===== src/rtl/okc_pkg.sv =====
package okc_pkg;

    localparam int NUM_CLUSTERS = 16;
    localparam int NUM_FEATURES = 16;
    localparam int NUM_CLASSES  = 16;

    localparam int CB   = (NUM_CLUSTERS > 1) ? $clog2(NUM_CLUSTERS) : 1;
    localparam int FB   = (NUM_FEATURES > 1) ? $clog2(NUM_FEATURES) : 1;
    localparam int KB   = (NUM_CLASSES > 1) ? $clog2(NUM_CLASSES) : 1;
    localparam int SB   = $clog2(NUM_CLUSTERS + 1);
    localparam int CA_W = (NUM_CLUSTERS * NUM_FEATURES > 1) ?
                          $clog2(NUM_CLUSTERS * NUM_FEATURES) : 1;
    localparam int KA_W = (NUM_CLUSTERS * NUM_CLASSES > 1) ?
                          $clog2(NUM_CLUSTERS * NUM_CLASSES) : 1;

    localparam int QDEPTH = 2;

    localparam logic [35:0] DIST_MAX  = {36{1'b1}};
    localparam logic [31:0] COUNT_MAX = {32{1'b1}};

    typedef enum logic [1:0] {
        FN_SEED     = 2'd0,
        FN_TRAIN    = 2'd1,
        FN_CLASSIFY = 2'd2,
        FN_DROP     = 2'd3
    } t_func;

    typedef enum logic [1:0] {
        ST_OK    = 2'd0,
        ST_EMPTY = 2'd1,
        ST_DROP  = 2'd2
    } t_status;

    typedef enum logic {
        REG_METRIC = 1'b0,
        REG_LIMIT  = 1'b1
    } t_reg;

    // one buffered point, as handed from front to back
    typedef struct packed {
        t_func                         func;
        logic [KB-1:0]                 lab;
        logic [NUM_FEATURES-1:0][15:0] pt;
    } t_cmd;

    typedef struct packed {
        logic [3:0]  cluster_index;
        logic [35:0] min_distance;
        logic [3:0]  cluster_class;
        logic        label_match;
        t_status     status;
    } t_res;

endpackage


===== src/rtl/okc_queue.sv =====
module okc_queue (
    input  logic          i_clk,
    input  logic          i_rst_n,
    input  logic          i_push,
    input  okc_pkg::t_cmd i_cmd,
    input  logic          i_pop,
    output okc_pkg::t_cmd o_head,
    output logic          o_empty,
    output logic          o_full
);
    import okc_pkg::*;

    localparam int PB = (QDEPTH > 1) ? $clog2(QDEPTH) : 1;

    t_cmd              r_mem [QDEPTH];
    logic [PB-1:0]     r_wp;
    logic [PB-1:0]     r_rp;
    logic [PB:0]       r_cnt;
    logic              do_pop;

    assign o_empty = (r_cnt == '0);
    assign o_full  = (r_cnt == (PB+1)'(QDEPTH));
    assign o_head  = r_mem[r_rp];
    assign do_pop  = i_pop && !o_empty;

    always_ff @(posedge i_clk) begin
        if (!i_rst_n) begin
            r_wp  <= '0;
            r_rp  <= '0;
            r_cnt <= '0;
        end else begin
            if (i_push) begin
                r_mem[r_wp] <= i_cmd;
                r_wp <= (int'(r_wp) == QDEPTH - 1) ? '0 : r_wp + 1'b1;
            end
            if (do_pop)
                r_rp <= (int'(r_rp) == QDEPTH - 1) ? '0 : r_rp + 1'b1;
            r_cnt <= r_cnt + (PB+1)'(i_push) - (PB+1)'(do_pop);
        end
    end

endmodule


===== config.mk =====
export PLATFORM = sky130hd
export DESIGN_NAME = okc_queue
export DESIGN_NICKNAME = d
export VERILOG_FILES = /design/src/rtl/okc_pkg.sv /design/src/rtl/okc_queue.sv
export SDC_FILE = /design/constraint.sdc
export NUM_CORES = 1
export LEC_CHECK = 0
export BUFFER_PORTS_ARGS = -buffer_cell sky130_fd_sc_hd__buf_2
export CAP_MARGIN = 10
export CORE_AREA = 2 2 209 211
export DETAILED_ROUTE_END_ITERATION = 8
export DIE_AREA = 0 0 211 213
export PLACE_DENSITY_LB_ADDON = 0.12
export SYNTH_ARGS = -nofsm -noshare
export SYNTH_HDL_FRONTEND = slang
export SYNTH_SLANG_ARGS = --single-unit

===== constraint.sdc =====
create_clock -name i_clk -period 17.9 [get_ports i_clk]
set_clock_uncertainty 0.15 [all_clocks]
set_input_delay 1.79 -clock i_clk [delete_from_list [all_inputs] [get_ports i_clk]]
set_output_delay 1.79 -clock i_clk [all_outputs]
set_load 0.01 [all_outputs]

# Word level (Yosys, flattened, before mapping)
# Memory sizes are Yosys's and may differ from the RTL's. A register that Yosys moved wholly into a read port is not among the register bits.
# Cells that the tools add are included.
# Widths: inputs -> output; s select.
[totals]
elab_cells = 19
output_inout_bits = 264
mem_bits_rw = 524
latch_bits = 0
input_bits = 266
mem_bits_ro = 0
mem_count = 1
register_bits = 4
[mem_list]
columns = ["memory", "words", "word_bits", "rd", "rd_ports_with_merged_regs", "wr", "line", "text"]
rows = [
  ["r_mem", 2, 262, 1, 1, 1, "okc_queue.sv:15", "t_cmd r_mem [QDEPTH];"],
]
[op_classes]
n_reduce_logical = 3
shifts = 0
n_eq_ne = 1
div = 0
n_mul = 0
n_bitwise = 0
n_mux = 7
n_addsub = 4
order_cmp = 0
[op_table]
columns = ["operator", "n"]
rows = [
  ["$mux 1", 7],
  ["$add 1x1->1 const B", 2],
  ["$add 2x1->2", 1],
  ["$eq 2x2->1 const B", 1],
  ["$logic_not 2->1", 1],
  ["$sub 2x1->2", 1],
  ["$logic_and 1x1->1", 1],
  ["$logic_not 1->1", 1],
]

# Logic depth before layout (Yosys ltp)
[logic_depth]
word_depth = 5
depth_mapped = 6
depth_no_buf = 6

# Least setup slack after synthesis
# No wires, ideal clock.
[synth_path]
kind = "input to register"
from = "input i_rst_n"
to = "memory r_mem[0][0] (netlist name) (enable)"
required_time_ps = 16852
slack_ps = 4022
cell_stages = 2
arrival_time_ps = 12829
setup_ps = 898
path_buffers = 0
path_cell_list = "nand2_1 > nor2_1"
[synth_between]
elab_chain_len = 2
[synth_lines]
columns = ["item", "line", "text"]
rows = [
  ["from (decl)", "okc_queue.sv:3", "input logic i_rst_n,"],
  ["$mux 1", "okc_queue.sv:27", "if (!i_rst_n) begin"],
  ["$mux 1 (not written as such)", "okc_queue.sv:33", "r_mem[r_wp] <= i_cmd;"],
  ["to (decl)", "okc_queue.sv:15", ""],
]
# No other way between the ends.

==> results.toml <==
[clocking]
post_cts_resized = 0
cts_max_level = 2
cts_tree = "done"
cts_root_buf = "clkbuf_16"
cts.clk_slew.worst_paths_ps = 60
clockBufferDepth = 3
cts.hold.buffers_added = 0
cts.sinks = 529
insertion_delay_ps = 580
cts_buffers = 54
cts_setup_buffers = 0

[timing]
layout_setup_ws_ps = 12230
setup_viol = 0
rsz0062_at_grt = "no"
drv_slew = 0
tns_ps = 0
max_freq_ghz = 0.176
tightestPinTransition_ps = 1110
final_hold_viol_count = 0
relSlewSlack = 0.259
min_period_over_period = 0.317
min_period_ps = 5670

[worst_setup_path]
crit_arrival_ps = 3730
required_ps = 15960
start_kind = "register"
crit_type = "register to primary output"
cp-end-kind = "primary output"
crit_fanout = 57

[detailed_routing]
dr.pass1.iters = 5
drtIter0Drc = 516
drt_wl_total_um = 43200
num_vias = 9817
drc_errors = 0
route.detailed.wl_per_inst_um = 21.6
drtAntennaViolNets = 0
vias_per_cell = 4.91

[synthesis]
synth_top_cell_by_area = "edfxtp_1"
seq_area_frac_synth = 0.796
ys_warn_count = 0
synth_fp_nets = 1107
syn_avg_cell_area_sq_um = 23.7
syn_inst = 839
ys_top_cells_by_area = "edfxtp_1, mux2_4, mux2_2"
synth_top_area_share = 0.791
synth_cell_types = 18
synth_area_sq_um = 19900
synth_seq_cells = 529

[layout]
nNetsFinal = 1674
final_common_cell = "buf_2"
drive_gt1_frac = 0.604
areaGrowthSynthToFinish_pct = 24.0
layout_common_cells = "buf_2, edfxtp_1, mux2_4"
layout.cells.non_filler = 2000

[placed_design]
place_ws_ps = 12510
dp_hpwl_um = 29700
place.gp.congestion = 0.775
dp_cells = 1896
io_buffers = 529

[global_route]
grt_overflow = 0
antenna_found_initial = 23
grt_pass1_wl_um = 61000
grt_usage = 0.185
grt_max_degree = 155
grt_pass1_vias = 10054

[floorplan]
ios = 530
rows = 76
fp.dieH_um = 213
dieArea_sq_um = 44900
initial_core_util = 0.466
die_w_um = 211
core_region_area_sq_um = 42700

[power]
power_frac_seq = 0.477
p_sw_uw = 744
total_power_mw = 3.04
internal_power_mw = 2.30
comb_power_share = 0.192
clkPwrFrac = 0.331
ir_drop_mv = 0.0728
swShare = 0.245
cellLeakagePower_nw = 9.44
power_density_nw_per_um2 = 123

[outcome]
outcome = "finished, final reports clean"

[min_path]
min_path_type = "register to register"

[job]
maxCapViolations = 0
flip-flops by register name, indices dropped and copies added (netlist names), named ones only:
name   count
r_cnt      2
r_mem    524
r_rp       1
r_wp       1
stage by stage:
| step | instance area (sq um) | hold slack [ps] | util |
|---|---|---|---|
| 6_report | 24700 | 357 | 0.577 |
| 5_1_grt | 24600 | 377 | 0.577 |
| 4_1_cts | 24600 | 354 | 0.577 |
| 3_5_place_dp | 23000 | 337 | 0.540 |
| 3_3_place_gp | 23000 | 327 | 0.540 |
| 2_1_floorplan | 19900 | 302 | - |
routing by layer:
metal	global-route usage	routed length [um]	part of all wire
met1	0.213	15900	0.37
met2	0.305	21400	0.50
met3	0.0785	4210	0.098
met4	0.0811	1400	0.032
met5	0	186	0.0043
path summary, 6_finish.rpt:
check	startpoint	endpoint	slack, ps	cells past startpoint
worst max-delay path	register	o_head[254]	12230	4
worst min-delay path	r_rp$_SDFFE_PN0P_	register	360	2
worst max register to register	r_wp$_SDFFE_PN0P_	r_mem[0][55]$_DFFE_PP_	14250	4
worst min register to register	r_rp$_SDFFE_PN0P_	register	360	2
worst max-delay path, stage by stage (launching register included):
cell and delay [ps]:
dfxtp_4 930, buf_4 820, buf_4 740, mux2_2 420
buf_2 150
power groups by stage:
stage	clock, mW	sequential (mW)	combinational [mW]
floorplan	0	1.47	0.411
global placement	0	1.47	0.593
detailed placement	0	1.48	0.595
CTS	1.04	1.45	0.597
global route	1.08	1.46	0.624
finish	1.01	1.45	0.585
area by class of cell:
| class | count | area (sq um) |
|---|---|---|
| antenna | 11 | 27.5 |
| clock buffer | 71 | 1480 |
| clock inverter | 22 | 98.8 |
| fill | 3325 | 18000 |
| inverter | 2 | 7.51 |
| multi-input combinational | 279 | 3770 |
| sequential | 529 | 15800 |
| tap | 546 | 683 |
| timing repair buffer | 540 | 2740 |
synth_stat cells:
cell type,count
mux2i_1,2
nor2b_1,2
mux2_4,180
inv_1,2
dfxtp_1,5
xnor3_1,1
buf_2,8
and2_1,2
and3_1,1
mux2_2,82
nor2_1,2
nand2b_1,1
ha_1,2
buf_6,21
xor2_1,1
nand2_1,2
edfxtp_1,524
o21a_1,1
cells by family (layout without fill, tap and decap cells):
logic type | Yosys count | after routing | synth area share
AO/OA/AOI/OAI | 1 | 1 | 0.000378
XOR/XNOR | 2 | 2 | 0.00157
adder cells (fa/ha/maj) | 2 | 2 | 0.00126
buffers and inverters | 31 | 635 | 0.0143
flip-flops | 529 | 529 | 0.796
multiplexers | 264 | 264 | 0.183
other | 0 | 11 | 0
AND/OR/NAND/NOR | 10 | 10 | 0.00264
(Power assumes the default switching activity.)
