$ cat src/rtl/okc_pkg.sv
package okc_pkg;

    localparam int NUM_CLUSTERS = 16;
    localparam int NUM_FEATURES = 16;
    localparam int NUM_CLASSES  = 16;

    localparam int CB   = (NUM_CLUSTERS > 1) ? $clog2(NUM_CLUSTERS) : 1;
    localparam int FB   = (NUM_FEATURES > 1) ? $clog2(NUM_FEATURES) : 1;
    localparam int KB   = (NUM_CLASSES > 1) ? $clog2(NUM_CLASSES) : 1;
    localparam int SB   = $clog2(NUM_CLUSTERS + 1);
    localparam int CA_W = (NUM_CLUSTERS * NUM_FEATURES > 1) ?
                          $clog2(NUM_CLUSTERS * NUM_FEATURES) : 1;
    localparam int KA_W = (NUM_CLUSTERS * NUM_CLASSES > 1) ?
                          $clog2(NUM_CLUSTERS * NUM_CLASSES) : 1;

    localparam int QDEPTH = 2;

    localparam logic [35:0] DIST_MAX  = {36{1'b1}};
    localparam logic [31:0] COUNT_MAX = {32{1'b1}};

    typedef enum logic [1:0] {
        FN_SEED     = 2'd0,
        FN_TRAIN    = 2'd1,
        FN_CLASSIFY = 2'd2,
        FN_DROP     = 2'd3
    } t_func;

    typedef enum logic [1:0] {
        ST_OK    = 2'd0,
        ST_EMPTY = 2'd1,
        ST_DROP  = 2'd2
    } t_status;

    typedef enum logic {
        REG_METRIC = 1'b0,
        REG_LIMIT  = 1'b1
    } t_reg;

    // one buffered point, as handed from front to back
    typedef struct packed {
        t_func                         func;
        logic [KB-1:0]                 lab;
        logic [NUM_FEATURES-1:0][15:0] pt;
    } t_cmd;

    typedef struct packed {
        logic [3:0]  cluster_index;
        logic [35:0] min_distance;
        logic [3:0]  cluster_class;
        logic        label_match;
        t_status     status;
    } t_res;

endpackage

$ cat src/rtl/okc_front.sv
module okc_front (
    input  logic          i_clk,
    input  logic          i_rst_n,
    input  logic          i_valid,
    input  logic          i_full,
    input  logic [1:0]    i_func,
    input  logic [15:0]   i_feature,
    input  logic          i_last_feature,
    input  logic [3:0]    i_label,
    output logic          o_push,
    output okc_pkg::t_cmd o_cmd
);
    import okc_pkg::*;

    logic [NUM_FEATURES-1:0][15:0] r_buf;
    logic [FB-1:0]                 r_idx;
    logic                          acc;

    assign acc = i_valid && !i_full;

    always_comb begin
        o_cmd.func = t_func'(i_func);
        o_cmd.lab  = (32'(i_label) >= NUM_CLASSES) ? KB'(NUM_CLASSES - 1) : KB'(i_label);
        for (int f = 0; f < NUM_FEATURES; f++) begin
            if (f < int'(r_idx))
                o_cmd.pt[f] = r_buf[f];
            else if (f == int'(r_idx))
                o_cmd.pt[f] = i_feature;
            else
                o_cmd.pt[f] = '0;  // element never received
        end
    end

    assign o_push = acc && i_last_feature && (t_func'(i_func) != FN_DROP);

    always_ff @(posedge i_clk) begin
        if (!i_rst_n) begin
            r_idx <= '0;
        end else if (acc) begin
            r_buf[r_idx] <= i_feature;
            if (i_last_feature)
                r_idx <= '0;
            else if (int'(r_idx) < NUM_FEATURES - 1)
                r_idx <= r_idx + 1'b1;
        end
    end

endmodule

$ cat config.mk
export PLATFORM = sky130hd
export DESIGN_NAME = okc_front
export DESIGN_NICKNAME = d
export VERILOG_FILES = /design/src/rtl/okc_pkg.sv /design/src/rtl/okc_front.sv
export SDC_FILE = /design/constraint.sdc
export NUM_CORES = 1
export LEC_CHECK = 0
export BUFFER_PORTS_ARGS = -buffer_cell sky130_fd_sc_hd__buf_4
export CAP_MARGIN = 20
export CORE_MARGIN = 2
export CORE_UTILIZATION = 53
export CTS_CLUSTER_SIZE = 30
export DETAILED_ROUTE_END_ITERATION = 7
export PLACE_DENSITY_LB_ADDON = 0.2
export SLEW_MARGIN = 5
export SYNTH_ARGS = -nofsm -noshare
export SYNTH_HDL_FRONTEND = slang
export SYNTH_SLANG_ARGS = --single-unit
export TNS_END_PERCENT = 1
$ cat constraint.sdc
create_clock -name i_clk -period 3.2 [get_ports i_clk]
set_input_delay 0.8 -clock i_clk [delete_from_list [all_inputs] [get_ports i_clk]]
set_output_delay 0.8 -clock i_clk [all_outputs]
set_load 0.1 [all_outputs]
# [Yosys cells after proc, flatten, opt, wreduce, memory -nomap -nowiden]
# Cells that the tools add are included.
[totals] latch_bits=0 ram_bits=0 romBits=0 elab_cells=97 mem_count=0 out_inout_bits=263 reg_bits=260 input_bits=27
[op_classes] add_sub_neg=1 n_shift=0 bitwise=0 n_reduce_logical=9 eq_ne=16 n_mux=36 order_cmp=18 n_div=0 n_mul=0
[ops] operator="16-bit 2-to-1 mux" count=32
[ops] operator="256-bit bitwise mux" count=1
[ops] operator="16-bit demux with 4-bit select" count=1
[ops] operator="4-bit == test (first input constant)" count=8
[ops] operator="4-bit less-than comparator (first input constant)" count=7
[ops] operator="3-bit by 4-bit == test with 1-bit output (first input constant)" count=4
[ops] operator="3-bit by 4-bit less-than comparator with 1-bit output (first input constant)" count=4
[ops] operator="2-bit by 4-bit == test with 1-bit output (first input constant)" count=2
[ops] operator="1-bit by 4-bit less-than comparator with 1-bit output (first input constant)" count=2
[ops] operator="2-bit by 4-bit less-than comparator with 1-bit output (first input constant)" count=2
[ops] operator="4-bit 2-to-1 mux" count=2
[ops] operator="4-bit by 5-bit less-than comparator with 1-bit output (second input constant)" count=1
[ops] operator="4-bit by 1-bit adder with 4-bit output (second input constant)" count=1
[ops] operator="1-bit by 4-bit == test with 1-bit output (first input constant)" count=1
[ops] operator="4-bit by 1-bit >= comparator with 1-bit output (second input constant)" count=1
[ops] operator="1-bit logical AND" count=4
[ops] operator="4-bit zero test" count=1
[ops] operator="4-bit less-than comparator (second input constant)" count=1
[ops] operator="2-bit AND reduction" count=2
[ops] operator="2-bit != test (second input constant)" count=1
[ops] operator="2-bit nonzero test" count=1
[ops] operator="1-bit zero test" count=1

# [Longest topological paths before layout]
[depth] ltp_word=5 depth_mapped=8

# [Worst setup path before layout]
# OpenSTA, ideal clock, no wires.
[synth_timing] kind="flip-flop to output port" from="register r_idx[1]" to="output o_cmd[129] in the netlist's numbering" setup_slack_ns=-1.214 path_stages_with_launch=8 n_path_buf=3 required_ns=2.400 arrival_time_ns=3.614 cell_sequence="dfxtp_1 > inv_2 > ha_1 > buf_4 > and3b_1 > clkbuf_1 > clkbuf_1 > o21ai_0"
[synth_lines] element="from (decl)" line="okc_front.sv:16" source="logic [FB-1:0] r_idx;"
[synth_lines] element="from (signal assigned)" line="okc_front.sv:44" source="r_idx <= r_idx + 1'b1;"
[synth_lines] element="to (decl)" line="okc_front.sv:11" source="output okc_pkg::t_cmd o_cmd"

==> impl_metrics.tcl <==
set metrics [dict create \
    outcome "complete, no violations" \
    hold_viol_final 0 \
    finalCoreUtilization 0.694 \
    crit_path_max_incr_delay_ns 0.42 \
    cp_data_required_time_ns 2.40 \
    wl_mm 30.2 \
    worst_path_dominant_cell_family "buffers and inverters" \
    setup_violations 0 \
    maximum_number_of_pins_on_one_net_before_global_route_repair 34 \
    ioPinCount 290 \
    root_buffer "sky130_fd_sc_hd__clkbuf_16" \
    drv_cap 0 \
    synth.yosys.seq_area_share 0.664 \
    synth_area_leader_cell "sky130_fd_sc_hd__edfxtp_1" \
    worstSetupPathType "register to output pin" \
    synth.top_cells.by_count "240 x sky130_fd_sc_hd__edfxtp_1, 166 x sky130_fd_sc_hd__nand2_1, 128 x sky130_fd_sc_hd__a22o_1" \
    timing.rr.end "r_buf[72]" \
    tightestPinTransition_ns 0.776 \
    pwr_density_cell_nw_per_um2 497 \
    synth-warning-count 0 \
    layout.cells.non_filler 1375 \
    clock_tree_from_tritoncts "built" \
    clockBufferDepth 3 \
    firstDrtPassIters 5 \
    critPathArrivalTime_ns 2.35 \
    grt_antenna_before_repair 0 \
    setup_tns_ns 0 \
    flow.area_growth_from_synthesis_pct 28.2 \
    initial_core_utilization 0.541 \
    post_route_cells_drive_above_1_share 0.358 \
    drt_first_iter_violations 661 \
    n_antenna_cell 0 \
    wl_met3_mm 2.90 \
    critPathLaunchType "register" \
    worst_r2r_startpoint "r_idx[1]" \
    yosysTopAreaCellShare 0.656 \
    chipWidth_microns 148 \
    ys_dominant_reg_cell "sky130_fd_sc_hd__edfxtp_1" \
    globalRoute.totalOverflow 0 \
    worst-r2r-cell-count 5 \
    rsz0062_at_grt "yes" \
    footprint_of_the_multi_input_gates_sq_um 3230 \
    design.core.area_sq_um 20300 \
    ys_top_cells_by_area "sky130_fd_sc_hd__edfxtp_1 66%, sky130_fd_sc_hd__a22o_1 10%, sky130_fd_sc_hd__nand2_1 5.7%, sky130_fd_sc_hd__o21ai_0 1.7%, sky130_fd_sc_hd__nand3_1 1.5%" \
    yosysMostFrequentCell "sky130_fd_sc_hd__edfxtp_1" \
    max_slew_violation_count 0 \
    timing.critical_path.mode_cell "sky130_fd_sc_hd__buf_4" \
    total_standard_cell_area_after_synthesis_sq_um 11000 \
    antenna_violation_net_count_after_detailed_routing 0 \
    clock_network_latency_to_the_later_pin_of_the_worst_skew_pair_ns 0.51 \
    min_path_type "register to register" \
    hold_path_cells 2 \
    via_count_of_the_first_global_routing_pass 7201 \
    routedLengthMet1_mm 12.6 \
    std_cell_rows 52 \
    hold_path.startpoint "r_idx[0]" \
    num_vias 7895 \
    holdPathEnd "r_idx[0]" \
    worst-path-stages 5 \
    flip_flop_and_latch_count_after_synthesis 244 \
    post_route_minimum_period_ns 3.15 \
    worst_setup_hold_path_clk_slew_ns 0.06 \
    power.ir.vdd_worst_v 0.000513 \
    synth_edf_count 240 \
    drcViolationCount 0 \
    finalClockSkew_ns 0.0110 \
    cp_cell_sequence "buf_4, or3_1, buf_4, o21ai_1, buf_4" \
    first_pass_grt_wire_length_mm 43.8 \
    seqCellArea_sq_um 7290 \
    top_layer "met4" \
    num-fill-cells 1465 \
    number_of_buffer_and_inverter_stages_on_the_critical_path 3 \
    cts_num_sinks 244 \
    crit_fanout 32 \
    max_clock_freq_ghz 0.318 \
    r2r_setup_slack_ns 0.95 \
    static-leakage-power_nw 5.62 \
    detailroute.wirelength.met2_mm 14.1 \
    numCtsBuffers 25 \
    post-route-period-util 0.984 \
    gp_congestion 0.799 \
    critical_path.endpoint_type "output pin" \
    slowest_stage "sky130_fd_sc_hd__dfxtp_4" \
    htree_depth 1 \
    relSlewSlack 0.483 \
    post_drt_via_cell_ratio 5.74 \
    die_span_y_microns 148 \
    asyncSetResetFlopFracSynth 0 \
    synth.avg_cell_area_sq_um 13.2 \
    io_buffer_count 281 \
    synthCells 832 \
    routedWlPerCell_microns 22.0 \
    dieArea_sq_um 21900 \
    grt_util_all_layers 0.262 \
    syn_nets 863 \
    design.final.nets 1118 \
    yosysUniqueCellTypes 45 \
    dpl.cell_count 1329 \
    dp_hpwl_mm 17.9 \
]
## kinds of logic (layout without fill, tap and decap cells)
family	Yosys count	count (layout)	synth area share
fa+ha+maj	4	4	0.00456
buf+inv	88	361	0.0448
simple gates	275	275	0.118
flops	244	244	0.664
compound gates	189	189	0.135
mux	32	32	0.0341
## worst reg2reg max path: stages, from the launching register on
cell and delay (ns):
sky130_fd_sc_hd__dfxtp_1 0.35, sky130_fd_sc_hd__inv_2 0.16, sky130_fd_sc_hd__ha_2 0.25, sky130_fd_sc_hd__and3b_1 0.19, sky130_fd_sc_hd__buf_6 0.23, sky130_fd_sc_hd__and3_1 0.70
## worst max-delay path by stage
stage	from	to	slack (ns)
3_5_place_dp	r_idx[0]	o_cmd[98]	0.45
6_report	r_idx[3]	o_cmd[38]	0.05
3_3_place_gp	r_idx[0]	o_cmd[98]	0.47
2_1_floorplan	r_idx[1]	o_cmd[129]	-0.49
4_1_cts	r_idx[0]	o_cmd[160]	0.007
5_1_grt	r_idx[1]	o_cmd[92]	-0.02
## layout make-up
| class | count | share of cell area |
|---|---|---|
| clock buffer | 30 | 0.0458 |
| clock inverter | 15 | 0.0107 |
| inverter | 5 | 0.00133 |
| multi-input combinational | 500 | 0.229 |
| sequential | 244 | 0.518 |
| tap | 270 | 0.0240 |
| timing repair buffer | 311 | 0.171 |
## per-layer routing
metal / track usage / vias to the layer above
met3: 0.0605 / 51
met1: 0.373 / 3831
met2: 0.415 / 410
met4: 0.0652 / 0
met5: 0 / -
li1: - / 3603
## stage by stage
| step | setup WS [ns] | hold slack [ns] | total power [mW] | instance area [sq um] |
|---|---|---|---|---|
| 4_1_cts | 0.00675 | 0.572 | 7.04 | 14000 |
| 3_3_place_gp | 0.473 | 0.553 | 4.23 | 13200 |
| 3_5_place_dp | 0.451 | 0.560 | 4.23 | 13200 |
| 6_report | 0.0505 | 0.559 | 6.99 | 14100 |
| 2_1_floorplan | -0.493 | 0.515 | 4.04 | 11000 |
| 5_1_grt | -0.0203 | 0.568 | 7.19 | 14100 |
## flip-flops by register name (all words and copies together) (netlist names)
register	flops
r_buf	240
r_idx	4
## cell usage in the layout, fill, tap and decap left out, drive strengths merged
cell type,instances
nor2,33
a211oi,1
nor2b,2
and3,4
clkbuf,30
o311ai,1
o211ai,1
nor3,6
buf,311
o21a,3
nand2b,4
nand2,168
inv,5
clkinv,11
a21boi,1
mux2i,16
nand3,34
dfxtp,4
o32ai,1
and2,18
bufinv,3
a21o,2
or3,2
a22o,128
and3b,3
or2,1
o21ai,48
clkinvlp,1
mux2,16
a21oi,2
edfxtp,240
ha,4
o22ai,1
## report_power, final
part,leakage [nW],switching (mW),internal [mW]
clock network,0.388,1.16,1.67
registers,2.19,0.00442,3.52
logic,3.04,0.517,0.127
total,5.62,1.68,5.32
## what timing repair did
| item | in CTS | in global routing |
|---|---|---|
| endpoints found under the setup margin | 113 | 122 |
| buffers inserted | 1 | 0 |
| endpoints found under the hold margin | 0 | 0 |
| hold buffers | 0 | 0 |
| pin swaps | 3 | 0 |
| resized for setup | 5 | 16 |
No activity file was read; power rests on OpenSTA's default activity.
